### config.mk
export PLATFORM = sky130hd
export DESIGN_NAME = signed_tetrahedron_volume_sum
export DESIGN_NICKNAME = d
export VERILOG_FILES = /design/src/stvs_pkg.sv /design/src/stvs_datapath.sv /design/src/stvs_ctrl.sv /design/src/signed_tetrahedron_volume_sum.sv
export SDC_FILE = /design/constraint.sdc
export NUM_CORES = 2
export LEC_CHECK = 0
export ABC_AREA = 1
export CAP_MARGIN = 20
export CORE_UTILIZATION = 50
export CTS_CLUSTER_DIAMETER = 40
export DETAILED_ROUTE_END_ITERATION = 8
export DONT_BUFFER_PORTS = 1
export GPL_TIMING_DRIVEN = 0
export SETUP_SLACK_MARGIN = 0.15
export SYNTH_ARGS = -nofsm -noshare
export SYNTH_HDL_FRONTEND = slang
export SYNTH_SLANG_ARGS = --single-unit
### constraint.sdc
create_clock -name clk -period 17.6 [get_ports clk]
set_clock_uncertainty 0.1 [all_clocks]
set_input_delay 3.52 -clock clk [delete_from_list [all_inputs] [get_ports clk]]
set_output_delay 3.52 -clock clk [all_outputs]
set_load 0.1 [all_outputs]
### src/stvs_pkg.sv
// Shared types, widths and helpers for the signed tetrahedron volume accumulator.
// Used by stvs_ctrl, stvs_datapath and the top level; depends on nothing else.
package stvs_pkg;

  localparam int COORD_BITS = 16;
  localparam int FIELD_W    = 16;
  localparam int PROD_W     = 2 * FIELD_W;
  localparam int DIFF_W     = PROD_W + 1;
  localparam int TERM_W     = FIELD_W + DIFF_W;
  localparam int FSUM_W     = TERM_W + 1;
  localparam int SUM_W      = 61;
  localparam int VOL_W      = 58;
  localparam int REM_W      = 3;

  // The divide by six walks the magnitude 16 bits at a time from the top.
  localparam int DIV_CHUNK   = 16;
  localparam int DIV_W       = 64;
  localparam int DIV_STEPS   = DIV_W / DIV_CHUNK;
  localparam int DIV_V_W     = REM_W + DIV_CHUNK;
  localparam int RECIP_W     = 20;
  localparam int RECIP_SHIFT = 22;
  localparam int DIV_PROD_W  = DIV_V_W + RECIP_W;
  localparam int CNT_W       = $clog2(DIV_STEPS);

  // This is 2^22 / 6 rounded up. It gives the exact quotient for any step value
  // below 2^21, and a step value never reaches 6 * 2^16.
  localparam logic [RECIP_W-1:0] RECIP6 = RECIP_W'(699051);

  typedef struct packed {
    logic signed [FIELD_W-1:0] ax;
    logic signed [FIELD_W-1:0] ay;
    logic signed [FIELD_W-1:0] az;
    logic signed [FIELD_W-1:0] bx;
    logic signed [FIELD_W-1:0] by;
    logic signed [FIELD_W-1:0] bz;
    logic signed [FIELD_W-1:0] cx;
    logic signed [FIELD_W-1:0] cy;
    logic signed [FIELD_W-1:0] cz;
    logic                      last_face;
  } face_t;

  typedef struct packed {
    logic [VOL_W-1:0] volume;
    logic [REM_W-1:0] volume_remainder;
    logic             overflow;
  } result_t;

  // Commands from the controller to the datapath.
  typedef struct packed {
    logic       load;
    logic       mul_en;
    logic [1:0] mul_sel;
    logic       sub_en;
    logic       tri_en;
    logic [1:0] tri_sel;
    logic       acc_en;
    logic       acc_first;
    logic       sum_en;
    logic       mag_en;
    logic       div_en;
    logic       out_load;
  } dp_cmd_t;

  typedef struct packed {
    logic last_face;
  } dp_status_t;

  // Keeps the low COORD_BITS bits of a coordinate and sign-extends them.
  function automatic logic signed [FIELD_W-1:0] sext_coord(input logic [FIELD_W-1:0] v);
    logic signed [FIELD_W-1:0] shifted;
    shifted = $signed(v << (FIELD_W - COORD_BITS));
    return shifted >>> (FIELD_W - COORD_BITS);
  endfunction

endpackage

### src/stvs_datapath.sv
// Datapath: face registers, shared multipliers, running sum with saturation,
// a divide by six in 16-bit steps and the result register. Depends on stvs_pkg.
module stvs_datapath (
  input  logic                   clk,
  input  logic                   rst,
  input  stvs_pkg::face_t        face,
  input  stvs_pkg::dp_cmd_t      cmd,
  output stvs_pkg::dp_status_t   status,
  output stvs_pkg::result_t      result
);
  import stvs_pkg::*;

  logic signed [FIELD_W-1:0] a [3];
  logic signed [FIELD_W-1:0] b [3];
  logic signed [FIELD_W-1:0] c [3];
  logic                      last_face;

  logic signed [FIELD_W-1:0] bj, cl, bl, cj, ta;
  logic signed [PROD_W-1:0]  p, q;
  logic signed [DIFF_W-1:0]  d;
  logic signed [TERM_W-1:0]  t;
  logic signed [FSUM_W-1:0]  fsum;
  logic signed [SUM_W-1:0]   running_sum;
  logic                      overflow_seen;
  logic signed [SUM_W:0]     wide_sum;
  logic                      sum_ovf;
  logic signed [SUM_W-1:0]   sum_next;
  logic [SUM_W-1:0]          sum_mag;

  logic [DIV_W-1:0]      div_q;
  logic [REM_W-1:0]      div_rem;
  logic                  div_ovf;
  logic [DIV_V_W-1:0]    div_v;
  logic [DIV_PROD_W-1:0] div_prod;
  logic [DIV_CHUNK-1:0]  div_qc;
  logic [DIV_V_W-1:0]    div_r;
  result_t               result_reg;

  // Term k of the triple product is a[k] * (b[j]*c[l] - b[l]*c[j]).
  always_comb begin
    unique case (cmd.mul_sel)
      2'd0: begin
        bj = b[1]; cl = c[2]; bl = b[2]; cj = c[1];
      end
      2'd1: begin
        bj = b[2]; cl = c[0]; bl = b[0]; cj = c[2];
      end
      default: begin
        bj = b[0]; cl = c[1]; bl = b[1]; cj = c[0];
      end
    endcase
    unique case (cmd.tri_sel)
      2'd0:    ta = a[0];
      2'd1:    ta = a[1];
      default: ta = a[2];
    endcase
  end

  always_comb begin
    wide_sum = (SUM_W + 1)'(running_sum) + (SUM_W + 1)'(fsum);
    sum_ovf  = wide_sum[SUM_W] != wide_sum[SUM_W-1];
    if (!sum_ovf) begin
      sum_next = wide_sum[SUM_W-1:0];
    end else if (wide_sum[SUM_W]) begin
      sum_next = {1'b1, {(SUM_W-1){1'b0}}};
    end else begin
      sum_next = {1'b0, {(SUM_W-1){1'b1}}};
    end
  end

  assign sum_mag = running_sum[SUM_W-1] ? $unsigned(-running_sum) : $unsigned(running_sum);

  // One long-division step: the running remainder and the next 16 dividend bits
  // are divided by six through a reciprocal multiply.
  always_comb begin
    div_v    = {div_rem, div_q[DIV_W-1 -: DIV_CHUNK]};
    div_prod = DIV_PROD_W'(div_v) * DIV_PROD_W'(RECIP6);
    div_qc   = div_prod[RECIP_SHIFT +: DIV_CHUNK];
    div_r    = div_v - DIV_V_W'({div_qc, 2'b00}) - DIV_V_W'({div_qc, 1'b0});
  end

  always_ff @(posedge clk) begin
    if (cmd.load) begin
      a[0] <= sext_coord(face.ax);
      a[1] <= sext_coord(face.ay);
      a[2] <= sext_coord(face.az);
      b[0] <= sext_coord(face.bx);
      b[1] <= sext_coord(face.by);
      b[2] <= sext_coord(face.bz);
      c[0] <= sext_coord(face.cx);
      c[1] <= sext_coord(face.cy);
      c[2] <= sext_coord(face.cz);
      last_face <= face.last_face;
    end
    if (cmd.mul_en) begin
      p <= bj * cl;
      q <= bl * cj;
    end
    if (cmd.sub_en) begin
      d <= DIFF_W'(p) - DIFF_W'(q);
    end
    if (cmd.tri_en) begin
      t <= ta * d;
    end
    if (cmd.acc_en) begin
      fsum <= cmd.acc_first ? FSUM_W'(t) : fsum + FSUM_W'(t);
    end
    if (cmd.mag_en) begin
      div_q   <= {{(DIV_W - SUM_W){1'b0}}, sum_mag};
      div_rem <= '0;
      div_ovf <= overflow_seen;
    end else if (cmd.div_en) begin
      // Quotient chunks shift in from the bottom as dividend chunks leave the top.
      div_rem <= div_r[REM_W-1:0];
      div_q   <= {div_q[DIV_W-DIV_CHUNK-1:0], div_qc};
    end
    if (cmd.out_load) begin
      result_reg.volume           <= div_q[VOL_W-1:0];
      result_reg.volume_remainder <= div_rem;
      result_reg.overflow         <= div_ovf;
    end
  end

  always_ff @(posedge clk) begin
    if (rst) begin
      running_sum   <= '0;
      overflow_seen <= 1'b0;
    end else if (cmd.sum_en) begin
      running_sum <= sum_next;
      if (sum_ovf) begin
        overflow_seen <= 1'b1;
      end
    end else if (cmd.mag_en) begin
      running_sum   <= '0;
      overflow_seen <= 1'b0;
    end
  end

  assign status.last_face = last_face;
  assign result           = result_reg;

endmodule

### src/stvs_ctrl.sv
// Controller: sequences the multiply schedule for each face, the divide on the
// last face, and the result handshake. Depends on stvs_pkg.
module stvs_ctrl (
  input  logic                  clk,
  input  logic                  rst,
  input  logic                  face_valid,
  output logic                  face_ready,
  output logic                  result_valid,
  input  logic                  result_ready,
  output stvs_pkg::dp_cmd_t     cmd,
  input  stvs_pkg::dp_status_t  status
);
  import stvs_pkg::*;

  localparam logic [2:0] S_IDLE = 3'd0;
  localparam logic [2:0] S_RUN  = 3'd1;
  localparam logic [2:0] S_MAG  = 3'd2;
  localparam logic [2:0] S_DIV  = 3'd3;
  localparam logic [2:0] S_OUT  = 3'd4;

  localparam logic [2:0] STEP_SUB   = 3'd1;
  localparam logic [2:0] STEP_TRI   = 3'd2;
  localparam logic [2:0] STEP_MULE  = 3'd2;
  localparam logic [2:0] STEP_ACC   = 3'd3;
  localparam logic [2:0] STEP_SUBE  = 3'd3;
  localparam logic [2:0] STEP_TRIE  = 3'd4;
  localparam logic [2:0] STEP_ACCE  = 3'd5;
  localparam logic [2:0] STEP_SUM   = 3'd6;
  localparam logic [CNT_W-1:0] DIV_LAST = CNT_W'(DIV_STEPS - 1);

  logic [2:0]       state, state_next;
  logic [2:0]       step, step_next;
  logic [CNT_W-1:0] div_cnt, div_cnt_next;
  logic             result_valid_next;

  always_comb begin
    cmd               = '0;
    state_next        = state;
    step_next         = step;
    div_cnt_next      = div_cnt;
    result_valid_next = result_valid;
    if (result_valid && result_ready) begin
      result_valid_next = 1'b0;
    end
    unique case (state)
      S_IDLE: begin
        if (face_valid) begin
          cmd.load   = 1'b1;
          step_next  = '0;
          state_next = S_RUN;
        end
      end
      S_RUN: begin
        // The three terms enter on successive steps and flow through multiply, subtract,
        // multiply and accumulate, so the stages overlap.
        cmd.mul_en    = step <= STEP_MULE;
        cmd.mul_sel   = step[1:0];
        cmd.sub_en    = step >= STEP_SUB && step <= STEP_SUBE;
        cmd.tri_en    = step >= STEP_TRI && step <= STEP_TRIE;
        cmd.tri_sel   = 2'(step - STEP_TRI);
        cmd.acc_en    = step >= STEP_ACC && step <= STEP_ACCE;
        cmd.acc_first = step == STEP_ACC;
        cmd.sum_en    = step == STEP_SUM;
        step_next     = step + 3'd1;
        if (step == STEP_SUM) begin
          state_next = status.last_face ? S_MAG : S_IDLE;
        end
      end
      S_MAG: begin
        cmd.mag_en   = 1'b1;
        div_cnt_next = '0;
        state_next   = S_DIV;
      end
      S_DIV: begin
        cmd.div_en = 1'b1;
        if (div_cnt == DIV_LAST) begin
          state_next = S_OUT;
        end else begin
          div_cnt_next = div_cnt + 1'b1;
        end
      end
      S_OUT: begin
        if (!result_valid || result_ready) begin
          cmd.out_load      = 1'b1;
          result_valid_next = 1'b1;
          state_next        = S_IDLE;
        end
      end
      default: begin
        state_next = S_IDLE;
      end
    endcase
  end

  always_ff @(posedge clk) begin
    if (rst) begin
      state        <= S_IDLE;
      step         <= '0;
      div_cnt      <= '0;
      result_valid <= 1'b0;
    end else begin
      state        <= state_next;
      step         <= step_next;
      div_cnt      <= div_cnt_next;
      result_valid <= result_valid_next;
    end
  end

  assign face_ready = state == S_IDLE;

endmodule

### src/signed_tetrahedron_volume_sum.sv
// Accumulates signed tetrahedron volumes (triple products) of oriented faces and
// reports |sum| / 6 with remainder and a saturation flag on each last face. A face
// request is captured and then runs through the schedule of the two shared 16x16
// multipliers and the 16x33 multiplier that forms the three terms and adds them
// into the saturating 61-bit sum. A last face then forms the magnitude, runs the
// divide by six (16 bits per cycle through a 19x20 reciprocal multiply) and loads
// the result register, waiting as needed for that register to drain; a new face
// is accepted while a result still waits there.
// Depends on stvs_pkg, stvs_ctrl and stvs_datapath.
module signed_tetrahedron_volume_sum (
  input  logic              clk,
  input  logic              rst,
  input  logic              face_valid,
  output logic              face_ready,
  input  stvs_pkg::face_t   face,
  output logic              result_valid,
  input  logic              result_ready,
  output stvs_pkg::result_t result
);
  import stvs_pkg::*;

  dp_cmd_t    cmd;
  dp_status_t status;

  stvs_ctrl u_ctrl (
    .clk          (clk),
    .rst          (rst),
    .face_valid   (face_valid),
    .face_ready   (face_ready),
    .result_valid (result_valid),
    .result_ready (result_ready),
    .cmd          (cmd),
    .status       (status)
  );

  stvs_datapath u_datapath (
    .clk    (clk),
    .rst    (rst),
    .face   (face),
    .cmd    (cmd),
    .status (status),
    .result (result)
  );

endmodule

==> metrics <==
vias in the first global route=around 63000; Fmax=103 MHz; clk sinks=542; commonest cells after routing, fill and taps aside=inv_1, nand2_1, fa_1, nor2_1, ha_1; clock buffer count from CTS=89; Post-Syn Area per Cell=8.32 um2; Worst Setup Start Kind=register; Post-synth EDFFs=465; arrival time worst endpoint=between 10 and 15 ns; hold endpoint=u_datapath.result[0]; Pins Over Slew Limit=0; Design Area, Final=between 80000 and 90000 um2; drt wl/cell=about 22 um; H-tree levels=3; Rel. slew slack=16.0%; worst slew pin tran=between 1 and 1.5 ns; RSZ-0062 raised after global routing=false; first-pass GRT wire length=383000 um; die width=around 400 um; # port buffers=0; Bufs on Longest Clock Path=3; final setup TNS=0 ns; CP max FO=10; Setup crit start=u_ctrl.state[2]; Hold/Removal Path Class=register to register; Final setup viols=0; Buf/Inv on CP=8; worst hold start=u_datapath.div_ovf; met1 WL=around 100000 um; Clock Tree Root=clkbuf_16; most common cell after layout, fill and taps aside=inv_1; library cells used by synthesis=60; DIE AREA=about 150000 um2; Core ar.=about 150000 um2; hold path cells=0; Fillers=around 14000; CP Class=register to register; total gr overflow=0; Crit. End Element=register; ys async rst share=0%; RR Startpoint=u_ctrl.state[2]; routed wl met2=around 120000 um; ys flop type=edfxtp_1; final net count=11100; post-synthesis instance total=9079; Reg2Reg Setup Slack=7.93 ns; reg2reg end=u_datapath.t[38]; post-synthesis sequential area ratio=20.5%; Worst R2R Path Depth=30; Post-Syn Area=approximately 76000 um2; 1st-pass router iterations=8; row cnt=142; area grow syn2layout=8.33%; share of layout cells above drive strength 1=~5.7%; FF+latch area=15500 um2; Synth Register Bits=between 500 and 600; CTS tree=yes; Critical-path top delay cell=fa_1; max reg flops=64; Resize count post-CTS=0; hold buffers post-CTS=0; DR vias=61800; largest net degree at the start of global routing=35; cell family with most CP delay=adder cells; Total Wirelength=252000 um; endpoints failing hold=0; Die Y=about 400 um; Synthesized Nets=10900; met3 wire len=20100 um; area occupied by multi-input gates=between 50000 and 60000 um2; Highest Signal Layer=met5; Area after DPL=78700 um2; Detailed Place HPWL=213000 um; Clk Latency, worst-skew pair=0.75 ns; Tcrit/Tclk final=54.9%; I/O pin total=213; Worst-path clk slew=0.06 ns; initial antenna violation count=4; Post-CTS Setup Inserts=0; initial core utilization=50.4%; routability cong.=around 1.0; via density per instance=5.46; Yosys Warn Count=0; most frequent CP cell=fa_1; GRT Resource Usage Total=33.6%; CP required=18.05 ns; Max Cap Violations=0; minimum clock period=just under 10 ns; Post-DRT Antenna Nets=0; CP max stage delay=0.72 ns; initial drt markers=5015; DRC errors left=0; outcome=complete, no violations
stage by stage:
step                hold slack, ns  util, %  instances  setup WS, ns
floorplan                    0.300        -       9079          3.28
global placement             0.308     52.1      11100         -2.20
detailed placement           0.312     52.5      11100          7.98
CTS                          0.327     54.5      11300          8.03
global route                 0.339     54.6      11300          7.47
finish                       0.325     54.6      11300          7.93
kinds of logic (layout without fill, tap and decap cells):
group,count (synthesis),count (layout),share of synthesized area (%)
other cells,0,5,0
flops,542,542,20.5
buf+inv,2311,2529,11.7
simple gates,3224,3224,17.4
mux,1,1,0.0132
xor+xnor,264,264,3.08
fa+ha+maj,1689,1689,39.2
compound gates,1048,1048,8.06
cell usage after synthesis (6+ instances only):
cell	n	share of area, %
o21a_1	26	0.26
inv_1	2069	10
a21oi_1	440	2.9
a211oi_1	7	0.070
ha_1	560	9.3
nor4_1	41	0.34
dfxtp_1	77	2.0
nand3b_1	9	0.089
xnor2_1	134	1.6
or2_2	64	0.53
nand4_1	56	0.46
a31oi_1	49	0.41
nor2_2	11	0.091
or2_1	7	0.058
clkbuf_1	81	0.40
clkinv_1	7	0.035
o211ai_1	13	0.13
nand2_2	21	0.17
edfxtp_1	465	18
nand2_1	1922	9.5
fa_1	1129	30
nand3_1	271	1.8
nor2_1	746	3.7
a21oi_2	65	0.75
nor2_4	6	0.089
buf_2	113	0.75
buf_6	8	0.12
o22ai_1	66	0.55
a21boi_0	19	0.19
inv_2	20	0.099
o21bai_1	39	0.39
o21ai_1	9	0.060
xor2_1	129	1.5
nor3_1	55	0.36
a21o_1	38	0.38
buf_1	13	0.065
o21ai_0	250	1.7
layer usage:
layer	up-vias	global-route usage, %
li1	28300	-
met1	30500	44.7
met2	2501	54.5
met3	518	6.11
met4	2	12.8
met5	-	0
worst register-to-register path, delay by kind of cell (launching register included):
family                   cells  cell delay (ns)
AO/OA/AOI/OAI                3             0.75
AND/OR/NAND/NOR             11             1.95
XOR/XNOR                     1             0.27
flip-flops                   1             0.41
buffers and inverters        8             2.45
adder cells (fa/ha/maj)      7             3.59
cell type report:
cell class / instances / share of cell area, %
multi-input combinational: 6226 / 62.6
sequential: 542 / 18.9
inverter: 2096 / 9.61
tap: 2016 / 3.08
clock buffer: 101 / 2.81
buffer: 215 / 1.23
clock inverter: 65 / 0.973
timing repair buffer: 52 / 0.727
antenna: 5 / 0.0153
worst max-delay path by stage:
stage / endpoint / slack, ns / cells past startpoint
floorplan: u_ctrl.step[2] / 3.28 / 3
global placement: u_datapath.a[0][16] / -2.20 / 2
detailed placement: u_datapath.t[45] / 7.98 / 29
CTS: u_datapath.t[45] / 8.03 / 29
global route: u_datapath.t[38] / 7.47 / 31
finish: u_datapath.t[38] / 7.93 / 30
Power is left out: the tool's default activity adds up to more than one toggle a clock period on the data nets, which glitch-free logic cannot reach.
